## config.mk

```make
export PLATFORM = sky130hd
export DESIGN_NAME = metaball_field_pixel_shader_top_flat
export DESIGN_NICKNAME = d
export VERILOG_FILES = /design/src/rtl/mbfps_pkg.sv /design/src/rtl/mbfps_if.sv /design/src/rtl/metaball_field_pixel_shader_top.sv /design/src/rtl/mbfps_cfg.sv /design/src/rtl/mbfps_dist.sv /design/src/rtl/mbfps_div.sv /design/src/rtl/mbfps_shade.sv /design/src/flat_wrapper.sv
export SDC_FILE = /design/constraint.sdc
export NUM_CORES = 2
export LEC_CHECK = 0
export BUFFER_PORTS_ARGS = -buffer_cell sky130_fd_sc_hd__buf_2
export CORE_AREA = 2 2 439 550
export DETAILED_ROUTE_END_ITERATION = 7
export DIE_AREA = 0 0 441 552
export PLACE_DENSITY = 0.8
export SKIP_CTS_REPAIR_TIMING = 1
export SLEW_MARGIN = 20
export SYNTH_ARGS = -nofsm -noshare
export SYNTH_HDL_FRONTEND = slang
export SYNTH_SLANG_ARGS = --single-unit
export TNS_END_PERCENT = 10
```

## constraint.sdc

```tcl
create_clock -name i_clk -period 101.1 [get_ports i_clk]
set_clock_uncertainty 0.1 [all_clocks]
set_input_delay 15.165 -clock i_clk [delete_from_list [all_inputs] [get_ports i_clk]]
set_output_delay 15.165 -clock i_clk [all_outputs]
set_load 0.05 [all_outputs]
```

## src/rtl/mbfps_pkg.sv

```systemverilog
// ---------------------------------------------------------------------------
// mbfps_pkg
// Shared types and constants for the metaball field pixel shader.
// ---------------------------------------------------------------------------
`default_nettype none
package mbfps_pkg;

    localparam int NUM_SRC   = 3;
    localparam int X_W       = 9;
    localparam int Y_W       = 8;
    localparam int STR_W     = 16;
    localparam int D2_W      = 19;
    localparam int QSUM_W    = 18;
    localparam int INT_W     = 8;
    localparam int RGB_W     = 16;
    localparam int IDX_W     = 3;
    localparam int DIV_STEPS = STR_W;

    localparam logic [X_W-1:0]   RST_BALL_X   = X_W'(160);
    localparam logic [Y_W-1:0]   RST_BALL_Y   = Y_W'(120);
    localparam logic [STR_W-1:0] RST_STRENGTH = STR_W'(30000);
    localparam logic [INT_W-1:0] SAT_MAX      = INT_W'(255);

    // configuration register indexes
    localparam logic [IDX_W-1:0] REG_BALL0_X   = IDX_W'(0);
    localparam logic [IDX_W-1:0] REG_BALL0_Y   = IDX_W'(1);
    localparam logic [IDX_W-1:0] REG_BALL1_X   = IDX_W'(2);
    localparam logic [IDX_W-1:0] REG_BALL1_Y   = IDX_W'(3);
    localparam logic [IDX_W-1:0] REG_BALL2_X   = IDX_W'(4);
    localparam logic [IDX_W-1:0] REG_BALL2_Y   = IDX_W'(5);
    localparam logic [IDX_W-1:0] REG_STRENGTH  = IDX_W'(6);

    typedef struct packed {
        logic [NUM_SRC-1:0][X_W-1:0] ball_x;
        logic [NUM_SRC-1:0][Y_W-1:0] ball_y;
        logic [STR_W-1:0]            strength;
    } t_cfg;

    typedef logic [NUM_SRC-1:0][D2_W-1:0]  t_d2_vec;
    typedef logic [NUM_SRC-1:0][STR_W-1:0] t_quo_vec;

endpackage
`default_nettype wire

```

## src/rtl/mbfps_if.sv

```systemverilog
// ---------------------------------------------------------------------------
// mbfps interfaces
// Pixel request, shaded result and configuration write channels.
// ---------------------------------------------------------------------------
`default_nettype none
interface mbfps_pix_if;
    logic                     valid;
    logic                     ready;
    logic [mbfps_pkg::X_W-1:0] pixel_x;
    logic [mbfps_pkg::Y_W-1:0] pixel_y;
    modport source (output valid, pixel_x, pixel_y, input ready);
    modport sink   (input valid, pixel_x, pixel_y, output ready);
endinterface

interface mbfps_shade_if;
    logic                       valid;
    logic                       ready;
    logic [mbfps_pkg::INT_W-1:0] intensity;
    logic [mbfps_pkg::RGB_W-1:0] color_rgb565;
    modport source (output valid, intensity, color_rgb565, input ready);
    modport sink   (input valid, intensity, color_rgb565, output ready);
endinterface

interface mbfps_cfg_if;
    logic                       valid;
    logic                       ready;
    logic [mbfps_pkg::IDX_W-1:0] index;
    logic [mbfps_pkg::STR_W-1:0] data;
    modport source (output valid, index, data, input ready);
    modport sink   (input valid, index, data, output ready);
endinterface
`default_nettype wire

```

## src/rtl/metaball_field_pixel_shader_top.sv

```systemverilog
// ---------------------------------------------------------------------------
// metaball_field_pixel_shader_top
// Inverse-square field of three sources per pixel, heat palette, RGB565.
//
//   channel   dir  payload                     role
//   i_pix     in   pixel_x, pixel_y            pixel request
//   o_shade   out  intensity, color_rgb565     shaded pixel
//   i_cfg     in   index, data                 register write
//
// one request per clock sustained while the output is not stalled; twenty
// register stages from accept to valid: two distance, sixteen divider, two shade.
// synchronous reset clears valids and loads default registers. a stall at
// the output freezes the whole pipeline in place.
// ---------------------------------------------------------------------------
`default_nettype none
module metaball_field_pixel_shader_top
    import mbfps_pkg::*;
(
    input  wire              i_clk,
    input  wire              i_rst_n,
    mbfps_pix_if.sink        i_pix,
    mbfps_shade_if.source    o_shade,
    mbfps_cfg_if.sink        i_cfg
);

    t_cfg     cfg;
    logic     en;
    logic     dist_valid;
    t_d2_vec  d2;
    logic     div_valid;
    t_quo_vec quo;

    assign en          = !o_shade.valid || o_shade.ready;
    assign i_pix.ready = en;
    assign i_cfg.ready = 1'b1;

    mbfps_cfg u_cfg (
        .i_clk   (i_clk),
        .i_rst_n (i_rst_n),
        .i_we    (i_cfg.valid),
        .i_index (i_cfg.index),
        .i_data  (i_cfg.data),
        .o_cfg   (cfg)
    );

    mbfps_dist u_dist (
        .i_clk   (i_clk),
        .i_rst_n (i_rst_n),
        .i_en    (en),
        .i_valid (i_pix.valid),
        .i_px    (i_pix.pixel_x),
        .i_py    (i_pix.pixel_y),
        .i_cfg   (cfg),
        .o_valid (dist_valid),
        .o_d2    (d2)
    );

    mbfps_div u_div (
        .i_clk   (i_clk),
        .i_rst_n (i_rst_n),
        .i_en    (en),
        .i_valid (dist_valid),
        .i_num   (cfg.strength),
        .i_den   (d2),
        .o_valid (div_valid),
        .o_quo   (quo)
    );

    mbfps_shade u_shade (
        .i_clk       (i_clk),
        .i_rst_n     (i_rst_n),
        .i_en        (en),
        .i_valid     (div_valid),
        .i_quo       (quo),
        .o_valid     (o_shade.valid),
        .o_intensity (o_shade.intensity),
        .o_color     (o_shade.color_rgb565)
    );

endmodule
`default_nettype wire

```

## src/rtl/mbfps_cfg.sv

```systemverilog
// ---------------------------------------------------------------------------
// mbfps_cfg
// Ball centre and field strength registers.
// ---------------------------------------------------------------------------
`default_nettype none
module mbfps_cfg
    import mbfps_pkg::*;
(
    input  wire                i_clk,
    input  wire                i_rst_n,
    input  wire                i_we,
    input  wire [IDX_W-1:0]    i_index,
    input  wire [STR_W-1:0]    i_data,
    output t_cfg               o_cfg
);

    t_cfg r_cfg;
    t_cfg n_cfg;

    always_comb begin
        n_cfg = r_cfg;
        if (i_we) begin
            unique case (i_index)
                REG_BALL0_X:  n_cfg.ball_x[0] = i_data[X_W-1:0];
                REG_BALL0_Y:  n_cfg.ball_y[0] = i_data[Y_W-1:0];
                REG_BALL1_X:  n_cfg.ball_x[1] = i_data[X_W-1:0];
                REG_BALL1_Y:  n_cfg.ball_y[1] = i_data[Y_W-1:0];
                REG_BALL2_X:  n_cfg.ball_x[2] = i_data[X_W-1:0];
                REG_BALL2_Y:  n_cfg.ball_y[2] = i_data[Y_W-1:0];
                REG_STRENGTH: n_cfg.strength  = i_data;
                default:      n_cfg = r_cfg;
            endcase
        end
    end

    always_ff @(posedge i_clk) begin
        if (!i_rst_n) begin
            for (int k = 0; k < NUM_SRC; k++) begin
                r_cfg.ball_x[k] <= RST_BALL_X;
                r_cfg.ball_y[k] <= RST_BALL_Y;
            end
            r_cfg.strength <= RST_STRENGTH;
        end else begin
            r_cfg <= n_cfg;
        end
    end

    assign o_cfg = r_cfg;

endmodule
`default_nettype wire

```

## src/rtl/mbfps_dist.sv

```systemverilog
// ---------------------------------------------------------------------------
// mbfps_dist
// Two stages: absolute offsets, then clamped squared distance per source.
// ---------------------------------------------------------------------------
`default_nettype none
module mbfps_dist
    import mbfps_pkg::*;
(
    input  wire                i_clk,
    input  wire                i_rst_n,
    input  wire                i_en,
    input  wire                i_valid,
    input  wire [X_W-1:0]      i_px,
    input  wire [Y_W-1:0]      i_py,
    input  t_cfg               i_cfg,
    output logic               o_valid,
    output t_d2_vec            o_d2
);

    logic [1:0]                  r_valid;
    logic [NUM_SRC-1:0][X_W-1:0] r_dx;
    logic [NUM_SRC-1:0][Y_W-1:0] r_dy;
    t_d2_vec                     r_d2;
    logic [NUM_SRC-1:0][X_W-1:0] n_dx;
    logic [NUM_SRC-1:0][Y_W-1:0] n_dy;
    t_d2_vec                     n_d2;

    always_comb begin
        for (int k = 0; k < NUM_SRC; k++) begin
            n_dx[k] = (i_px >= i_cfg.ball_x[k]) ? i_px - i_cfg.ball_x[k]
                                                : i_cfg.ball_x[k] - i_px;
            n_dy[k] = (i_py >= i_cfg.ball_y[k]) ? i_py - i_cfg.ball_y[k]
                                                : i_cfg.ball_y[k] - i_py;
            n_d2[k] = D2_W'(r_dx[k] * r_dx[k]) + D2_W'(r_dy[k] * r_dy[k]);
            // pixel on a centre counts as distance one
            if (n_d2[k] == '0) begin
                n_d2[k] = D2_W'(1);
            end
        end
    end

    always_ff @(posedge i_clk) begin
        if (!i_rst_n) begin
            r_valid <= '0;
        end else if (i_en) begin
            r_valid <= {r_valid[0], i_valid};
        end
    end

    always_ff @(posedge i_clk) begin
        if (i_en) begin
            r_dx <= n_dx;
            r_dy <= n_dy;
            r_d2 <= n_d2;
        end
    end

    assign o_valid = r_valid[1];
    assign o_d2    = r_d2;

endmodule
`default_nettype wire

```

## src/rtl/mbfps_div.sv

```systemverilog
// ---------------------------------------------------------------------------
// mbfps_div
// Pipelined restoring divider, one quotient bit per stage, three lanes.
// ---------------------------------------------------------------------------
`default_nettype none
module mbfps_div
    import mbfps_pkg::*;
(
    input  wire                i_clk,
    input  wire                i_rst_n,
    input  wire                i_en,
    input  wire                i_valid,
    input  wire [STR_W-1:0]    i_num,
    input  t_d2_vec            i_den,
    output logic               o_valid,
    output t_quo_vec           o_quo
);

    logic [DIV_STEPS-1:0]                    r_valid;
    logic [DIV_STEPS-1:0][STR_W-1:0]         r_num;
    t_d2_vec                                 r_den [DIV_STEPS];
    t_d2_vec                                 r_rem [DIV_STEPS];
    t_quo_vec                                r_quo [DIV_STEPS];

    always_ff @(posedge i_clk) begin
        if (!i_rst_n) begin
            r_valid <= '0;
        end else if (i_en) begin
            r_valid <= {r_valid[DIV_STEPS-2:0], i_valid};
        end
    end

    for (genvar s = 0; s < DIV_STEPS; s++) begin : g_step
        logic [STR_W-1:0] st_num;
        t_d2_vec          st_den;
        t_d2_vec          st_rem;
        t_quo_vec         st_quo;
        t_d2_vec          n_rem;
        t_quo_vec         n_quo;

        if (s == 0) begin : g_first
            assign st_num = i_num;
            assign st_den = i_den;
            assign st_rem = '0;
            assign st_quo = '0;
        end else begin : g_next
            assign st_num = r_num[s-1];
            assign st_den = r_den[s-1];
            assign st_rem = r_rem[s-1];
            assign st_quo = r_quo[s-1];
        end

        always_comb begin
            logic [D2_W:0] trial;
            for (int k = 0; k < NUM_SRC; k++) begin
                trial = {st_rem[k], st_num[STR_W-1]};
                if (trial >= {1'b0, st_den[k]}) begin
                    n_rem[k] = D2_W'(trial - {1'b0, st_den[k]});
                    n_quo[k] = {st_quo[k][STR_W-2:0], 1'b1};
                end else begin
                    n_rem[k] = trial[D2_W-1:0];
                    n_quo[k] = {st_quo[k][STR_W-2:0], 1'b0};
                end
            end
        end

        always_ff @(posedge i_clk) begin
            if (i_en) begin
                r_num[s] <= {st_num[STR_W-2:0], 1'b0};
                r_den[s] <= st_den;
                r_rem[s] <= n_rem;
                r_quo[s] <= n_quo;
            end
        end
    end

    assign o_valid = r_valid[DIV_STEPS-1];
    assign o_quo   = r_quo[DIV_STEPS-1];

endmodule
`default_nettype wire

```

## src/rtl/mbfps_shade.sv

```systemverilog
// ---------------------------------------------------------------------------
// mbfps_shade
// Sums the contributions with saturation, then maps through the heat palette.
// ---------------------------------------------------------------------------
`default_nettype none
module mbfps_shade
    import mbfps_pkg::*;
(
    input  wire                i_clk,
    input  wire                i_rst_n,
    input  wire                i_en,
    input  wire                i_valid,
    input  t_quo_vec           i_quo,
    output logic               o_valid,
    output logic [INT_W-1:0]   o_intensity,
    output logic [RGB_W-1:0]   o_color
);

    logic [1:0]        r_valid;
    logic [INT_W-1:0]  r_int;
    logic [INT_W-1:0]  r_out_int;
    logic [RGB_W-1:0]  r_color;
    logic [QSUM_W-1:0] sum;
    logic [INT_W-1:0]  n_int;
    logic [7:0]        red;
    logic [7:0]        grn;
    logic [7:0]        blu;
    logic [RGB_W-1:0]  n_color;

    always_comb begin
        sum = QSUM_W'(i_quo[0]) + QSUM_W'(i_quo[1]) + QSUM_W'(i_quo[2]);
        n_int = (sum > QSUM_W'(SAT_MAX)) ? SAT_MAX : sum[INT_W-1:0];
    end

    always_comb begin
        case (r_int[7:6])
            2'b00: begin
                red = {1'b0, r_int[5:0], 1'b0};
                grn = 8'd0;
                blu = 8'd64 + {2'b00, r_int[5:0]} + {1'b0, r_int[5:0], 1'b0};
            end
            2'b01: begin
                red = {1'b1, r_int[5:0], 1'b0};
                grn = 8'd0;
                blu = 8'd255 - {r_int[5:0], 2'b00};
            end
            2'b10: begin
                red = 8'd255;
                grn = {r_int[5:0], 2'b00};
                blu = 8'd0;
            end
            default: begin
                red = 8'd255;
                grn = 8'd255;
                blu = {r_int[5:0], 2'b00};
            end
        endcase
        n_color = {red[7:3], grn[7:2], blu[7:3]};
    end

    always_ff @(posedge i_clk) begin
        if (!i_rst_n) begin
            r_valid <= '0;
        end else if (i_en) begin
            r_valid <= {r_valid[0], i_valid};
        end
    end

    always_ff @(posedge i_clk) begin
        if (i_en) begin
            r_int     <= n_int;
            r_out_int <= r_int;
            r_color   <= n_color;
        end
    end

    assign o_valid     = r_valid[1];
    assign o_intensity = r_out_int;
    assign o_color     = r_color;

endmodule
`default_nettype wire

```

## src/flat_wrapper.sv

```systemverilog
// flat-port wrapper written by rule: the top's interface ports become plain ports
module metaball_field_pixel_shader_top_flat import mbfps_pkg::*;
  (i_clk, i_rst_n, i_pix_valid, i_pix_pixel_x, i_pix_pixel_y, i_pix_ready, o_shade_valid, o_shade_intensity, o_shade_color_rgb565, o_shade_ready, i_cfg_valid, i_cfg_index, i_cfg_data, i_cfg_ready);
  mbfps_pix_if i_pix_i ();
  mbfps_shade_if o_shade_i ();
  mbfps_cfg_if i_cfg_i ();
  input  wire i_clk;
  input  wire i_rst_n;
  input wire logic [$bits(i_pix_i.valid)-1:0] i_pix_valid;
  input wire logic [$bits(i_pix_i.pixel_x)-1:0] i_pix_pixel_x;
  input wire logic [$bits(i_pix_i.pixel_y)-1:0] i_pix_pixel_y;
  output wire logic [$bits(i_pix_i.ready)-1:0] i_pix_ready;
  output wire logic [$bits(o_shade_i.valid)-1:0] o_shade_valid;
  output wire logic [$bits(o_shade_i.intensity)-1:0] o_shade_intensity;
  output wire logic [$bits(o_shade_i.color_rgb565)-1:0] o_shade_color_rgb565;
  input wire logic [$bits(o_shade_i.ready)-1:0] o_shade_ready;
  input wire logic [$bits(i_cfg_i.valid)-1:0] i_cfg_valid;
  input wire logic [$bits(i_cfg_i.index)-1:0] i_cfg_index;
  input wire logic [$bits(i_cfg_i.data)-1:0] i_cfg_data;
  output wire logic [$bits(i_cfg_i.ready)-1:0] i_cfg_ready;
  assign i_pix_i.valid = i_pix_valid;
  assign i_pix_i.pixel_x = i_pix_pixel_x;
  assign i_pix_i.pixel_y = i_pix_pixel_y;
  assign i_pix_ready = i_pix_i.ready;
  assign o_shade_valid = o_shade_i.valid;
  assign o_shade_intensity = o_shade_i.intensity;
  assign o_shade_color_rgb565 = o_shade_i.color_rgb565;
  assign o_shade_i.ready = o_shade_ready;
  assign i_cfg_i.valid = i_cfg_valid;
  assign i_cfg_i.index = i_cfg_index;
  assign i_cfg_i.data = i_cfg_data;
  assign i_cfg_ready = i_cfg_i.ready;
  metaball_field_pixel_shader_top u_core (.i_clk(i_clk), .i_rst_n(i_rst_n), .i_pix(i_pix_i), .o_shade(o_shade_i), .i_cfg(i_cfg_i));
endmodule
```

==> results.md <==
Timing:
- Setup repair after global routing left no endpoint under its margin.
- The final critical path time including I/O delays and setup is 31.54 ns.
- The hold violation total from the final report came to 0.
- The count of pins over their slew limit is 0.
- The fraction of the cycle the final worst path needs is 31.2%.
- Setup violations remaining at the end of the flow were counted as 0.
- In this run the tightest slew margin relative to its limit is 21.6%.
- Adding up every negative setup slack in the final design gives 0 ns.
- The transition time at the pin with the least slew margin is 1.17 ns.
- The maximum frequency from static timing analysis is 31.7 MHz.

Floorplan:
- The number of top-level design ports is 68.
- The die is 441 µm wide.
- The site row count is 201.
- The floorplan die area is 243000 µm².
- After floorplanning, the core was sized to cover 239000 µm².
- The initial cell density of the core is 59.6%.
- The die is 552 µm tall.

Logic synthesis:
- After synthesis, the largest area contributor takes up 50.2% of total cell area.
- Yosys attributes the largest share of cell area to sky130_fd_sc_hd__edfxtp_1, sky130_fd_sc_hd__ha_1, sky130_fd_sc_hd__fa_1.
- The net count after synthesis is 13700.
- The number of enable flip-flop cells after synthesis is 2378.
- The cell area after synthesis is 142000 µm².
- The mean post-synth cell area is 11.7 µm².
- After technology mapping, the gate count stands at 12200.
- Yosys mapped the design onto 100 distinct sky130hd cell types.
- In this run, synthesis produced a sequential element count of 2465.
- The fraction of registers with async set or reset after synthesis is 0%.
- The share of the Yosys chip area taken by registers is 51.4%.
- The dominant register cell in the synthesized netlist is sky130_fd_sc_hd__edfxtp_1.
- The most area-hungry cell type in the Yosys netlist is sky130_fd_sc_hd__edfxtp_1.
- The synthesis warning total is 0.

Clock tree:
- The source-to-sink clock delay at the later pin of the worst-skew pair is 0.94 ns.
- The number of CTS-inserted buffers is 242.
- TritonCTS built the clock tree.
- The number of buffers between clock root and the deepest sink is 4.
- The clock-pin slew reported for the worst setup and hold paths after clock tree synthesis is 0.07 ns.
- In this run the clock root is driven by a sky130_fd_sc_hd__clkbuf_16.
- In this run the number of H-tree levels came out at 4.
- Clock tree synthesis found a total of 2465 sinks.

Global routing:
- Entering global routing, the biggest net connects 229 pins.
- The first-pass GRT wire length is 448000 µm.
- The total overflow reported by the global router is 0.
- The number of antenna violations at the first check in global routing is 9.
- The overall routing resource usage is 22.3%.
- The number of global-route vias before repair is 92800.

Critical path:
- The critical path is of the input pin to primary output type.
- On the worst path, the slowest cell contributes a delay of 0.44 ns.
- The cell that appears most often on the critical path is sky130_fd_sc_hd__buf_2.
- The data arrival at the endpoint of the critical path is 16.27 ns.
- The worst endpoint required time is 85.83 ns.
- The critical path capture point type is a primary output.
- The largest fanout on the critical path is 35.
- The sort of element at the start of the critical path is an input pin.
- Among all stages on the critical path, the largest delay is contributed by sky130_fd_sc_hd__buf_2.
- Walking the worst path, the cells encountered are buf_2 > nor2b_1 > buf_4 > inv_8 > buf_2.

Routing:
- The met1 wire length is 100000 µm.
- The routed design uses 148000 µm of met2 wire.
- The routed layout has 90100 vias.
- The count of unresolved DRC violations after routing is 0.
- The per-cell via count in the routed design is 5.75.
- The first-pass detailed-route iteration total is 8.
- The highest routing layer actually used is met5.
- After detailed routing, the average wire length per cell comes to 17.4 µm.
- The overall routed net length is 273000 µm.
- After the first detailed-routing iteration, the DRC count stood at 5619.
- The final antenna-violating net count is 0.
- The met3 routed wirelength is 9220 µm.

Placed design:
- Detailed placement ended at an HPWL of 204000 µm.
- At the end of routability-driven placement, the weighted congestion stood at 0.943.
- After detailed placement, the total cell area comes to 146000 µm².
- The count of input and output buffers is 66.

Cells and area:
- The proportion of layout cells with a drive suffix above 1 is 5.84%.
- The area growth from synthesis to layout is 8.76%.
- Summing all non-filler instances in the final layout gives an area of 155000 µm².
- The final layout contains 13900 nets.

Flow run:
- The number of maximum-capacitance violations is 0.

Hold path:
- The tightest min-delay check is of the flip-flop to flip-flop type.

Status:
- The flow ran to the end, and the final reports show no timing, DRC or antenna violations.
per-layer routing:
layer  GRT usage (%)  vias up
li1                -    44100
met1            23.4    43200
met2            42.5     2088
met3            2.57      810
met4            12.4       14
met5               0        -
flip-flops by register name, summed over array words and instances (netlist names):
register,cells
u_core.u_div.g_step.st_num,120
u_core.u_dist.o_d2,57
u_core.u_shade.o_color,16
u_core.u_div.r_quo,408
u_core.u_cfg.o_cfg,67
u_core.u_dist.r_dy,24
u_core.u_dist.r_valid,2
u_core.u_div.r_den,855
u_core.u_shade.r_valid,2
u_core.u_div.r_rem,855
u_core.u_shade.o_intensity,8
u_core.u_div.r_valid,16
u_core.u_shade.r_int,8
u_core.u_dist.r_dx,27
synth_stat cells, types with 149 or more instances:
master and count:
sky130_fd_sc_hd__edfxtp_1 2378, sky130_fd_sc_hd__inv_1 1533, sky130_fd_sc_hd__ha_1 1191, sky130_fd_sc_hd__nand2_1 843
sky130_fd_sc_hd__a21oi_1 698, sky130_fd_sc_hd__nor2_1 568, sky130_fd_sc_hd__xnor2_1 451, sky130_fd_sc_hd__o21ai_0 399
sky130_fd_sc_hd__fa_1 321, sky130_fd_sc_hd__mux2_1 301, sky130_fd_sc_hd__a21o_1 288, sky130_fd_sc_hd__o21ai_1 278
sky130_fd_sc_hd__xor2_1 273, sky130_fd_sc_hd__clkbuf_1 186, sky130_fd_sc_hd__o21a_1 172, sky130_fd_sc_hd__nor3_1 164
sky130_fd_sc_hd__nor2b_1 149
through the flow:
stage	worst slack, ns	instances	hold WS [ns]	util (%)
after floorplan	5.84	12200	0.300	-
after detailed placement	69.51	15200	0.305	61.4
final	69.56	15700	0.236	64.8
after CTS	69.51	15700	0.233	64.8
after global placement	69.53	15200	0.301	61.4
after global routing	69.46	15700	0.245	64.8
worst max-delay path: cells and delay by family:
family | cells | cell delay (ns)
simple gates | 1 | 0.03
buf+inv | 4 | 1.01
final cells by class:
type                       instances  area, µm²
fill                           17000      84000
timing repair buffer             133        940
antenna                            6       15.0
clock buffer                     280       6260
multi-input combinational       7945      62700
clock inverter                   159       1830
inverter                        1550       5830
sequential                      2465      73200
tap                             3146       3940
path summary, 6_finish.rpt:
check	from	to	slack, ns	cells past startpoint
max reg2reg	u_core.u_shade.r_valid[1]	u_core.u_div.r_rem[1][388]	93.30	10
min reg2reg	u_core.u_div.r_quo[1][48]	u_core.u_div.r_quo[1][97]	0.24	0
max	o_shade_ready	i_pix_ready	69.56	5
min	u_core.u_div.r_quo[1][48]	u_core.u_div.r_quo[1][97]	0.24	0
layout by cell type, fill, tap and decap left out, types with 119 or more instances in the layout:
cell	synthesis	routed
sky130_fd_sc_hd__clkbuf_16	0	245
sky130_fd_sc_hd__edfxtp_1	2378	2378
sky130_fd_sc_hd__ha_1	1191	1191
sky130_fd_sc_hd__fa_1	321	321
sky130_fd_sc_hd__nor3_1	164	163
sky130_fd_sc_hd__nand3_1	139	139
sky130_fd_sc_hd__a21oi_1	698	696
sky130_fd_sc_hd__o21a_1	172	171
sky130_fd_sc_hd__inv_1	1533	1532
sky130_fd_sc_hd__o21ai_1	278	275
sky130_fd_sc_hd__nand2b_1	133	133
sky130_fd_sc_hd__nor2_1	568	567
sky130_fd_sc_hd__nand2_1	843	843
sky130_fd_sc_hd__and2_1	145	145
sky130_fd_sc_hd__nand4_1	119	119
sky130_fd_sc_hd__o21ai_0	399	399
sky130_fd_sc_hd__mux2_1	301	301
sky130_fd_sc_hd__nor2b_1	149	149
sky130_fd_sc_hd__xor2_1	273	273
sky130_fd_sc_hd__a21o_1	288	288
sky130_fd_sc_hd__xnor2_1	451	451
cell families (layout without fill, tap and decap cells):
logic type	Yosys count	in the layout	share of synthesized area (%)
AO/OA/AOI/OAI	2637	2637	11.8
AND/OR/NAND/NOR	2587	2587	8.83
flip-flops	2465	2465	51.4
buffers and inverters	1761	2122	4.67
adder cells (fa/ha/maj)	1512	1512	15.0
XOR/XNOR	725	725	4.47
multiplexers	483	483	3.75
other	1	7	0.00264
Power is left out: the tool's default activity adds up to more than one toggle a clock period on the data nets, which glitch-free logic cannot reach.
